==> src/hw/rtl/uvam_pkg.sv <==
package uvam_pkg;

    localparam int FRAC_BITS = 16;
    localparam int POS_W     = 24;
    localparam int TEX_W     = 18;
    localparam int OUT_W     = 32;

    localparam int A_W       = POS_W + 1;
    localparam int E_W       = TEX_W + 1;
    localparam int LO_W      = 19;
    localparam int B_W       = LO_W + 1;
    localparam int COF_W     = 2 * TEX_W + 1;
    localparam int DET_W     = COF_W + 2;
    localparam int PROD_W    = A_W + B_W;
    localparam int ACC_W     = 64;

    localparam int NA_MAG_W  = A_W + E_W;
    localparam int NC_MAG_W  = POS_W + COF_W;
    localparam int DIV_W     = (NA_MAG_W + FRAC_BITS > NC_MAG_W) ?
                               (NA_MAG_W + FRAC_BITS) : NC_MAG_W;
    localparam int CNT_W     = $clog2(DIV_W + 1);

    localparam int NUM_N     = 9;
    localparam int IDX_W     = $clog2(NUM_N);

    typedef logic [IDX_W-1:0] dst_t;

    localparam dst_t DST_COF0 = IDX_W'(0);
    localparam dst_t DST_COF1 = IDX_W'(1);
    localparam dst_t DST_COF2 = IDX_W'(2);
    localparam dst_t DST_NUM0 = IDX_W'(3);
    localparam dst_t DST_LAST = IDX_W'(11);

    localparam logic [1:0] CORNER_0    = 2'd0;
    localparam logic [1:0] CORNER_1    = 2'd1;
    localparam logic [1:0] CORNER_2    = 2'd2;
    localparam logic [1:0] CORNER_NONE = 2'd3;

    typedef struct packed {
        logic valid;
        logic clear;
        logic sub;
        logic hi;
        logic last;
        dst_t dst;
    } mac_op_t;

    typedef struct packed {
        logic done;
        dst_t dst;
    } mac_res_t;

    typedef struct packed {
        logic start;
        logic shift;
    } div_req_t;

endpackage

==> src/hw/rtl/uvam_mac.sv <==
module uvam_mac
    import uvam_pkg::*;
(
    input  logic                     clk,
    input  logic                     rst_n,
    input  mac_op_t                  op,
    input  logic signed [A_W-1:0]    a,
    input  logic signed [B_W-1:0]    b,
    output mac_res_t                 res,
    output logic signed [ACC_W-1:0]  acc
);

    logic signed [PROD_W-1:0] prod_reg;
    mac_op_t                  op_reg;
    logic signed [ACC_W-1:0]  acc_reg;
    logic signed [ACC_W-1:0]  acc_next;
    logic signed [ACC_W-1:0]  term;
    logic signed [ACC_W-1:0]  base;
    mac_res_t                 res_reg;

    always_comb
    begin
        term = ACC_W'(prod_reg);
        if (op_reg.hi)
        begin
            term = term <<< LO_W;
        end
        base = op_reg.clear ? '0 : acc_reg;
        acc_next = op_reg.sub ? (base - term) : (base + term);
    end

    always_ff @(posedge clk or negedge rst_n)
    begin
        if (!rst_n)
        begin
            op_reg  <= '0;
            res_reg <= '0;
        end
        else
        begin
            op_reg       <= op;
            res_reg.done <= op_reg.valid && op_reg.last;
            res_reg.dst  <= op_reg.dst;
        end
    end

    always_ff @(posedge clk)
    begin
        prod_reg <= a * b;
        if (op_reg.valid)
        begin
            acc_reg <= acc_next;
        end
    end

    assign res = res_reg;
    assign acc = acc_reg;

endmodule

==> src/hw/rtl/uvam_div.sv <==
module uvam_div
    import uvam_pkg::*;
(
    input  logic                     clk,
    input  logic                     rst_n,
    input  div_req_t                 req,
    input  logic signed [ACC_W-1:0]  num,
    input  logic signed [DET_W-1:0]  den,
    output logic                     busy,
    output logic                     done,
    output logic [OUT_W-1:0]         quo
);

    logic [CNT_W-1:0]  cnt_reg;
    logic              busy_reg;
    logic              fin_reg;
    logic              neg_reg;
    logic [DIV_W-1:0]  dvd_reg;
    logic [DET_W-1:0]  rem_reg;
    logic [DET_W-1:0]  dmag_reg;
    logic [ACC_W-1:0]  n_mag;
    logic [DIV_W-1:0]  n_load;
    logic [DET_W:0]    trial;
    logic              ge;
    logic [DET_W:0]    diff;
    logic              big;

    always_comb
    begin
        n_mag  = num[ACC_W-1] ? (ACC_W'(0) - ACC_W'(num)) : ACC_W'(num);
        n_load = n_mag[DIV_W-1:0];
        if (req.shift)
        begin
            n_load = n_load << FRAC_BITS;
        end
        trial = {rem_reg, dvd_reg[DIV_W-1]};
        ge    = trial >= {1'b0, dmag_reg};
        diff  = trial - {1'b0, dmag_reg};
        big   = |dvd_reg[DIV_W-1:OUT_W-1];
        if (neg_reg)
        begin
            quo = big ? {1'b1, {(OUT_W-1){1'b0}}} : (OUT_W'(0) - dvd_reg[OUT_W-1:0]);
        end
        else
        begin
            quo = big ? {1'b0, {(OUT_W-1){1'b1}}} : dvd_reg[OUT_W-1:0];
        end
    end

    always_ff @(posedge clk or negedge rst_n)
    begin
        if (!rst_n)
        begin
            busy_reg <= 1'b0;
            fin_reg  <= 1'b0;
            cnt_reg  <= '0;
        end
        else
        begin
            fin_reg <= 1'b0;
            if (req.start)
            begin
                busy_reg <= 1'b1;
                cnt_reg  <= CNT_W'(DIV_W);
            end
            else if (busy_reg)
            begin
                cnt_reg <= cnt_reg - CNT_W'(1);
                if (cnt_reg == CNT_W'(1))
                begin
                    busy_reg <= 1'b0;
                    fin_reg  <= 1'b1;
                end
            end
        end
    end

    always_ff @(posedge clk)
    begin
        if (req.start)
        begin
            neg_reg  <= num[ACC_W-1] ^ den[DET_W-1];
            dvd_reg  <= n_load;
            rem_reg  <= '0;
            dmag_reg <= den[DET_W-1] ? (DET_W'(0) - DET_W'(den)) : DET_W'(den);
        end
        else if (busy_reg)
        begin
            rem_reg <= ge ? diff[DET_W-1:0] : trial[DET_W-1:0];
            dvd_reg <= {dvd_reg[DIV_W-2:0], ge};
        end
    end

    assign busy = busy_reg;
    assign done = fin_reg;

endmodule

==> src/hw/rtl/uv_to_position_affine_map.sv <==
// Corners 0 and 1 are stored.
// Corner 2: 36 multiply-accumulate operations on the shared 25x20 multiplier, then nine
// restoring divisions of 61 steps each on the shared divider (none for a singular triangle).
// in_stall stays high from the acceptance of corner 2 until the result is loaded into the
// output registers, which raises out_valid; it stays high longer while a previous result
// is stalled.
// Reset (rst_n, async, active low) clears control state; stored corners are undefined.
module uv_to_position_affine_map
    import uvam_pkg::*;
(
    input  logic                     clk,
    input  logic                     rst_n,
    input  logic                     in_valid,
    output logic                     in_stall,
    input  logic signed [POS_W-1:0]  pos_x,
    input  logic signed [POS_W-1:0]  pos_y,
    input  logic signed [POS_W-1:0]  pos_z,
    input  logic signed [TEX_W-1:0]  tex_u,
    input  logic signed [TEX_W-1:0]  tex_v,
    input  logic [1:0]               corner,
    output logic                     out_valid,
    input  logic                     out_stall,
    output logic signed [OUT_W-1:0]  du_x,
    output logic signed [OUT_W-1:0]  du_y,
    output logic signed [OUT_W-1:0]  du_z,
    output logic signed [OUT_W-1:0]  dv_x,
    output logic signed [OUT_W-1:0]  dv_y,
    output logic signed [OUT_W-1:0]  dv_z,
    output logic signed [OUT_W-1:0]  org_x,
    output logic signed [OUT_W-1:0]  org_y,
    output logic signed [OUT_W-1:0]  org_z,
    output logic                     singular
);

    typedef enum logic [5:0] {
        ST_IDLE   = 6'b000001,
        ST_MAC    = 6'b000010,
        ST_DRAIN  = 6'b000100,
        ST_DSTART = 6'b001000,
        ST_DWAIT  = 6'b010000,
        ST_OUT    = 6'b100000
    } state_t;

    state_t state_reg;
    logic   cofph_reg;
    logic [3:0] sub_reg;
    logic [1:0] k_reg;
    logic [IDX_W-1:0] idx_reg;
    logic [1:0] j_reg;
    logic   sing_reg;
    logic   out_valid_reg;

    logic signed [POS_W-1:0] pos_reg [3][3];
    logic signed [TEX_W-1:0] u_reg [3];
    logic signed [TEX_W-1:0] v_reg [3];
    logic signed [COF_W-1:0] cof_reg [3];
    logic signed [ACC_W-1:0] num_reg [NUM_N];
    logic [OUT_W-1:0]        res_reg [NUM_N];
    logic [OUT_W-1:0]        o_reg [NUM_N];
    logic                    sing_out_reg;

    mac_op_t                 mop;
    logic signed [A_W-1:0]   ma;
    logic signed [B_W-1:0]   mb;
    mac_res_t                mres;
    logic signed [ACC_W-1:0] macc;
    div_req_t                dreq;
    logic                    dbusy;
    logic                    ddone;
    logic [OUT_W-1:0]        dquo;

    logic signed [A_W-1:0]   d1;
    logic signed [A_W-1:0]   d2;
    logic signed [E_W-1:0]   e1u;
    logic signed [E_W-1:0]   e1v;
    logic signed [E_W-1:0]   e2u;
    logic signed [E_W-1:0]   e2v;
    logic signed [DET_W-1:0] det;
    logic [IDX_W-1:0]        kdst;
    logic                    accept_in;
    logic                    load_out;
    logic [IDX_W-1:0]        num_idx;

    assign accept_in = in_valid && (state_reg == ST_IDLE);
    assign in_stall  = state_reg != ST_IDLE;
    assign load_out  = (state_reg == ST_OUT) && (!out_valid_reg || !out_stall);
    assign num_idx   = mres.dst - DST_NUM0;

    always_comb
    begin
        d1  = A_W'(pos_reg[1][0]) - A_W'(pos_reg[0][0]);
        d2  = A_W'(pos_reg[2][0]) - A_W'(pos_reg[0][0]);
        e1u = E_W'(u_reg[1]) - E_W'(u_reg[0]);
        e1v = E_W'(v_reg[1]) - E_W'(v_reg[0]);
        e2u = E_W'(u_reg[2]) - E_W'(u_reg[0]);
        e2v = E_W'(v_reg[2]) - E_W'(v_reg[0]);
        det = DET_W'(cof_reg[0]) + DET_W'(cof_reg[1]) + DET_W'(cof_reg[2]);
        kdst = DST_NUM0 + IDX_W'({k_reg, 1'b0}) + IDX_W'(k_reg);
    end

    always_comb
    begin
        mop       = '0;
        mop.valid = state_reg == ST_MAC;
        ma        = '0;
        mb        = '0;
        if (cofph_reg)
        begin
            unique case (sub_reg)
                4'd0:
                begin
                    ma = A_W'(u_reg[1]); mb = B_W'(v_reg[2]);
                    mop.clear = 1'b1; mop.dst = DST_COF0;
                end
                4'd1:
                begin
                    ma = A_W'(u_reg[2]); mb = B_W'(v_reg[1]);
                    mop.sub = 1'b1; mop.last = 1'b1; mop.dst = DST_COF0;
                end
                4'd2:
                begin
                    ma = A_W'(u_reg[2]); mb = B_W'(v_reg[0]);
                    mop.clear = 1'b1; mop.dst = DST_COF1;
                end
                4'd3:
                begin
                    ma = A_W'(u_reg[0]); mb = B_W'(v_reg[2]);
                    mop.sub = 1'b1; mop.last = 1'b1; mop.dst = DST_COF1;
                end
                4'd4:
                begin
                    ma = A_W'(u_reg[0]); mb = B_W'(v_reg[1]);
                    mop.clear = 1'b1; mop.dst = DST_COF2;
                end
                default:
                begin
                    ma = A_W'(u_reg[1]); mb = B_W'(v_reg[0]);
                    mop.sub = 1'b1; mop.last = 1'b1; mop.dst = DST_COF2;
                end
            endcase
        end
        else
        begin
            unique case (sub_reg)
                4'd0:
                begin
                    ma = d1; mb = B_W'(e2v); mop.clear = 1'b1; mop.dst = kdst;
                end
                4'd1:
                begin
                    ma = d2; mb = B_W'(e1v); mop.sub = 1'b1; mop.last = 1'b1;
                    mop.dst = kdst;
                end
                4'd2:
                begin
                    ma = d2; mb = B_W'(e1u); mop.clear = 1'b1;
                    mop.dst = kdst + IDX_W'(1);
                end
                4'd3:
                begin
                    ma = d1; mb = B_W'(e2u); mop.sub = 1'b1; mop.last = 1'b1;
                    mop.dst = kdst + IDX_W'(1);
                end
                4'd4:
                begin
                    ma = A_W'(pos_reg[0][0]);
                    mb = B_W'($signed(cof_reg[0][COF_W-1:LO_W]));
                    mop.clear = 1'b1; mop.hi = 1'b1; mop.dst = kdst + IDX_W'(2);
                end
                4'd5:
                begin
                    ma = A_W'(pos_reg[0][0]);
                    mb = $signed({1'b0, cof_reg[0][LO_W-1:0]});
                    mop.dst = kdst + IDX_W'(2);
                end
                4'd6:
                begin
                    ma = A_W'(pos_reg[1][0]);
                    mb = B_W'($signed(cof_reg[1][COF_W-1:LO_W]));
                    mop.hi = 1'b1; mop.dst = kdst + IDX_W'(2);
                end
                4'd7:
                begin
                    ma = A_W'(pos_reg[1][0]);
                    mb = $signed({1'b0, cof_reg[1][LO_W-1:0]});
                    mop.dst = kdst + IDX_W'(2);
                end
                4'd8:
                begin
                    ma = A_W'(pos_reg[2][0]);
                    mb = B_W'($signed(cof_reg[2][COF_W-1:LO_W]));
                    mop.hi = 1'b1; mop.dst = kdst + IDX_W'(2);
                end
                default:
                begin
                    ma = A_W'(pos_reg[2][0]);
                    mb = $signed({1'b0, cof_reg[2][LO_W-1:0]});
                    mop.last = 1'b1; mop.dst = kdst + IDX_W'(2);
                end
            endcase
        end
    end

    always_comb
    begin
        dreq.start = (state_reg == ST_DSTART) && (det != '0);
        dreq.shift = j_reg != 2'd2;
    end

    uvam_mac u_mac (
        .clk   (clk),
        .rst_n (rst_n),
        .op    (mop),
        .a     (ma),
        .b     (mb),
        .res   (mres),
        .acc   (macc)
    );

    uvam_div u_div (
        .clk   (clk),
        .rst_n (rst_n),
        .req   (dreq),
        .num   (num_reg[idx_reg]),
        .den   (det),
        .busy  (dbusy),
        .done  (ddone),
        .quo   (dquo)
    );

    always_ff @(posedge clk or negedge rst_n)
    begin
        if (!rst_n)
        begin
            state_reg     <= ST_IDLE;
            cofph_reg     <= 1'b0;
            sub_reg       <= '0;
            k_reg         <= '0;
            idx_reg       <= '0;
            j_reg         <= '0;
            sing_reg      <= 1'b0;
            out_valid_reg <= 1'b0;
        end
        else
        begin
            if (load_out)
            begin
                out_valid_reg <= 1'b1;
            end
            else if (out_valid_reg && !out_stall)
            begin
                out_valid_reg <= 1'b0;
            end
            unique case (state_reg)
                ST_IDLE:
                begin
                    if (accept_in && corner == CORNER_2)
                    begin
                        state_reg <= ST_MAC;
                        cofph_reg <= 1'b1;
                        sub_reg   <= '0;
                        k_reg     <= '0;
                        sing_reg  <= 1'b0;
                    end
                end
                ST_MAC:
                begin
                    if (cofph_reg && sub_reg == 4'd5)
                    begin
                        cofph_reg <= 1'b0;
                        sub_reg   <= '0;
                    end
                    else if (!cofph_reg && sub_reg == 4'd9)
                    begin
                        sub_reg <= '0;
                        k_reg   <= k_reg + 2'd1;
                        if (k_reg == 2'd2)
                        begin
                            state_reg <= ST_DRAIN;
                        end
                    end
                    else
                    begin
                        sub_reg <= sub_reg + 4'd1;
                    end
                end
                ST_DRAIN:
                begin
                    if (mres.done && mres.dst == DST_LAST)
                    begin
                        state_reg <= ST_DSTART;
                        idx_reg   <= '0;
                        j_reg     <= '0;
                    end
                end
                ST_DSTART:
                begin
                    if (det == '0)
                    begin
                        sing_reg  <= 1'b1;
                        state_reg <= ST_OUT;
                    end
                    else
                    begin
                        state_reg <= ST_DWAIT;
                    end
                end
                ST_DWAIT:
                begin
                    if (ddone)
                    begin
                        if (idx_reg == IDX_W'(NUM_N - 1))
                        begin
                            state_reg <= ST_OUT;
                        end
                        else
                        begin
                            state_reg <= ST_DSTART;
                            idx_reg   <= idx_reg + IDX_W'(1);
                            j_reg     <= (j_reg == 2'd2) ? 2'd0 : j_reg + 2'd1;
                        end
                    end
                end
                ST_OUT:
                begin
                    if (load_out)
                    begin
                        state_reg <= ST_IDLE;
                    end
                end
                default:
                begin
                    state_reg <= ST_IDLE;
                end
            endcase
        end
    end

    always_ff @(posedge clk)
    begin
        if (accept_in && corner != CORNER_NONE)
        begin
            pos_reg[corner][0] <= pos_x;
            pos_reg[corner][1] <= pos_y;
            pos_reg[corner][2] <= pos_z;
            u_reg[corner]      <= tex_u;
            v_reg[corner]      <= tex_v;
        end
        // rotate axes so the current one sits in lane 0; three turns restore order
        if (state_reg == ST_MAC && !cofph_reg && sub_reg == 4'd9)
        begin
            for (int s = 0; s < 3; s++)
            begin
                pos_reg[s][0] <= pos_reg[s][1];
                pos_reg[s][1] <= pos_reg[s][2];
                pos_reg[s][2] <= pos_reg[s][0];
            end
        end
        if (mres.done)
        begin
            priority if (mres.dst == DST_COF0)
            begin
                cof_reg[0] <= macc[COF_W-1:0];
            end
            else if (mres.dst == DST_COF1)
            begin
                cof_reg[1] <= macc[COF_W-1:0];
            end
            else if (mres.dst == DST_COF2)
            begin
                cof_reg[2] <= macc[COF_W-1:0];
            end
            else
            begin
                num_reg[num_idx] <= macc;
            end
        end
        if (state_reg == ST_DWAIT && ddone)
        begin
            res_reg[idx_reg] <= dquo;
        end
        if (load_out)
        begin
            for (int i = 0; i < NUM_N; i++)
            begin
                o_reg[i] <= sing_reg ? '0 : res_reg[i];
            end
            sing_out_reg <= sing_reg;
        end
    end

    assign out_valid = out_valid_reg;
    assign du_x      = o_reg[0];
    assign dv_x      = o_reg[1];
    assign org_x     = o_reg[2];
    assign du_y      = o_reg[3];
    assign dv_y      = o_reg[4];
    assign org_y     = o_reg[5];
    assign du_z      = o_reg[6];
    assign dv_z      = o_reg[7];
    assign org_z     = o_reg[8];
    assign singular  = sing_out_reg;

    a_sing_zero: assert property (@(posedge clk) disable iff (!rst_n)
        out_valid && singular |-> du_x == '0 && dv_y == '0 && org_z == '0)
        else $error("singular result carries nonzero matrix");

    a_mac_dst: assert property (@(posedge clk) disable iff (!rst_n)
        mres.done |-> mres.dst <= DST_LAST)
        else $error("accumulator result tag out of range");

    a_div_phase: assert property (@(posedge clk) disable iff (!rst_n)
        ddone |-> state_reg == ST_DWAIT)
        else $error("divider finished outside the wait phase");

    a_div_busy: assert property (@(posedge clk) disable iff (!rst_n)
        dbusy |-> state_reg == ST_DWAIT)
        else $error("divider running outside the wait phase");

endmodule
==> config.mk <==
export PLATFORM = sky130hd
export DESIGN_NAME = uv_to_position_affine_map
export DESIGN_NICKNAME = d
export VERILOG_FILES = /design/src/hw/rtl/uvam_pkg.sv /design/src/hw/rtl/uvam_mac.sv /design/src/hw/rtl/uvam_div.sv /design/src/hw/rtl/uv_to_position_affine_map.sv
export SDC_FILE = /design/constraint.sdc
export NUM_CORES = 2
export LEC_CHECK = 0
export BUFFER_PORTS_ARGS = -buffer_cell sky130_fd_sc_hd__buf_2
export CAP_MARGIN = 0
export CORE_ASPECT_RATIO = 1.25
export CORE_MARGIN = 4
export CORE_UTILIZATION = 40
export CTS_CLUSTER_SIZE = 24
export DETAILED_ROUTE_END_ITERATION = 8
export PLACE_DENSITY = 0.57
export SYNTH_ARGS = -nofsm -noshare
export SYNTH_HDL_FRONTEND = slang
export SYNTH_SLANG_ARGS = --single-unit
==> constraint.sdc <==
create_clock -name clk -period 36.5 [get_ports clk]
set_input_delay 7.3 -clock clk [delete_from_list [all_inputs] [get_ports clk]]
set_output_delay 7.3 -clock clk [all_outputs]
set_load 0.03 [all_outputs]
==> run metrics <==
initial cell density of the core=40.2%; syn nets=10.0k; Yosys reg bits=1862; crit path kind=register to register; first-pass GRT wire length=446000 um; DPL Wire Length=210000 um; Worst-Margin Slew=1.36 ns; max reg flops=558; Post-synth EDFFs=1735; area growth from synthesis to layout=11.9%; sequential fraction of the synthesis area=52.0%; post-synthesis cell count=8985; synth unique cells=97; Iteration-0 DRC Markers=5607; CTS max path bufs=4; Crit Path Max Fanout=25; GRT Max-Usage Layer=met2; H-tree depth=4; Remaining DRCs=0; initial antenna violation count=16; YS warnings=0; worst min path class=register to register; antenna viol nets, final=0; DIE AREA=272000 um2; GPL Wtd Cong=0.899; Clock Sinks=1862; Syn Std Cell Area=105000 um2; Critical Path Slowest Stage Cell=nor2_1; port bufs=404; Finish-stage setup viols=0; number of global-route vias before repair=71.9k; GRT Residual Overflow=0; Setup Skew=0.0732 ns; # IOs=405; CORE AREA=262000 um2; Crit. End Element=register; GR Util met3=2.85%; CTS tree=built; RSZ-0062 raised after global routing=false; Worst slew margin=9.50%; # hold bufs at CTS=0; Via Count=70.2k; met1 usage=26.6%; CTS clk-pin slew, worst paths=0.06 ns; syn_area_per_cell=11.7 um2; TritonCTS Buffers=196; std cell rows=210; Main synth FF type=edfxtp_1; WL per Instance=22.6 um; via/cell ratio=5.40; ys async rst share=2.31%; final WL=294000 um; 1st-pass router iterations=6; critical path data arrival time=13.58 ns; Post-Route Setup TNS=0 ns; share of cells above drive strength 1=10.9%; Tcrit/Tclk final=35.0%; Root Driver=clkbuf_16; Max Cap Viol=0; status=finished, final reports clean; fin nets=10.4k; setup bufs post-CTS=0; worst endpoint required time=37.31 ns; chip height=582 um; slowest stage delay, CP=0.60 ns; total global routing track utilization=21.3%; Fin. Hold Viols=0; clock latency on the worst-skew pair=0.89 ns; Tmin final=12.77 ns; startpoint types=register; met2 usage=37.3%; Die W=467 um; fmax=78.3 MHz; Slew Limit Fails=0; largest net degree at the start of global routing=199; CTS resizes=0
==> synth_stat cells (30+ instances only) <==
cell type | number | share of area (%)
inv_1 | 779 | 2.8
o31ai_1 | 35 | 0.25
fa_1 | 556 | 11
nand2_1 | 1174 | 4.2
edfxtp_1 | 1735 | 49
a221oi_1 | 89 | 0.74
nand3_1 | 85 | 0.40
o21ai_1 | 30 | 0.14
a21o_1 | 132 | 0.94
xor2_1 | 161 | 1.3
mux4_2 | 64 | 1.4
nand4_1 | 51 | 0.30
clkbuf_1 | 316 | 1.1
nor2_1 | 548 | 2.0
o21ai_0 | 278 | 1.3
nor4_1 | 32 | 0.19
xnor2_1 | 223 | 1.9
and2_1 | 88 | 0.52
or3_1 | 52 | 0.31
dfrtp_1 | 42 | 1.0
o21a_1 | 41 | 0.29
dfxtp_1 | 84 | 1.6
o22ai_1 | 77 | 0.46
and3_1 | 31 | 0.18
mux2i_1 | 171 | 1.6
nor2b_1 | 487 | 2.9
nand2b_1 | 84 | 0.50
a31oi_1 | 76 | 0.45
a22oi_1 | 32 | 0.23
ha_1 | 371 | 4.4
a211oi_1 | 63 | 0.45
nor3_1 | 86 | 0.41
a21oi_1 | 415 | 2.0
o21bai_1 | 42 | 0.30
o211ai_1 | 33 | 0.24
==> stage by stage <==
step	cell area [um2]	setup WS [ns]	instances	utilization [%]	hold WS [ns]
after floorplan	105000	14.64	8985	-	0.331
after global placement	112000	23.95	12600	42.7	0.336
after detailed placement	112000	23.80	12600	42.7	0.335
after CTS	118000	23.80	13000	45.0	0.349
after global routing	118000	23.11	13000	45.0	0.354
final	118000	23.73	13000	45.0	0.348
==> layout by cell type, fill, tap and decap left out, types with 196 or more instances in the layout <==
cell type and count:
nor2b_1 484, nand2_1 1171, buf_2 404, edfxtp_1 1735, a21oi_1 409, clkbuf_16 196
nor2_1 537, xnor2_1 223, fa_1 556, inv_1 779, o21ai_0 276, ha_1 371
==> logic make-up (layout without fill, tap and decap cells) <==
family	Yosys count	count (layout)	share of synthesized area, %
buffers and inverters	1168	1678	4.28
XOR/XNOR	384	384	3.19
flip-flops	1862	1862	52.0
other	0	16	0
AND/OR/NAND/NOR	2840	2840	12.7
multiplexers	247	247	3.12
AO/OA/AOI/OAI	1557	1557	9.67
adder cells (fa/ha/maj)	927	927	15.0
==> critical path, delay by kind of cell, from the launching register on <==
kind | cells | cell delay, ns
AO/OA/AOI/OAI | 20 | 4.89
adder cells (fa/ha/maj) | 11 | 4.74
buffers and inverters | 10 | 1.13
AND/OR/NAND/NOR | 4 | 0.94
flip-flops | 1 | 0.43
XOR/XNOR | 2 | 0.28
multiplexers | 1 | 0.24
==> final timing paths <==
| kind | start | to | slack [ns] | cells after the start |
|---|---|---|---|---|
| min in group asynchronous | rst_n | state_reg[4]$_DFFE_PN0P_ | 6.54 | 2 |
| worst min register to register | u_mac.op_reg[1]$_DFF_PN0_ | u_mac.res[1]$_DFF_PN0_ | 0.35 | 0 |
| worst max-delay path | sub_reg[0]$_DFFE_PN0P_ | u_mac.prod_reg[43]$_DFF_P_ | 23.73 | 48 |
| worst min-delay path | u_mac.op_reg[1]$_DFF_PN0_ | u_mac.res[1]$_DFF_PN0_ | 0.35 | 0 |
| worst max register to register | sub_reg[0]$_DFFE_PN0P_ | u_mac.prod_reg[43]$_DFF_P_ | 23.73 | 48 |
| max in group asynchronous | rst_n | sing_reg$_DFFE_PN0P_ | 29.43 | 2 |
==> area by class of cell <==
| cell class | instances | area [um2] |
|---|---|---|
| diodes | 16 | 40.0 |
| clock buffers | 236 | 5090 |
| clock inverters | 113 | 1040 |
| fillers | 24100 | 144000 |
| inverters | 781 | 2930 |
| multi-input cells | 5955 | 46400 |
| flip-flops and latches | 1862 | 54900 |
| well taps | 3498 | 4380 |
| repair buffers | 548 | 3130 |
==> routing by layer <==
metal  up-vias  share of wire [%]
met5         -             0.0044
met4         2                4.7
met3       566                5.7
met2      2194                 49
met1     35100                 40
li1      32400                  -
Power is not shown: default switching activity piles up to over one toggle a cycle in this logic, so the estimate is an artifact.
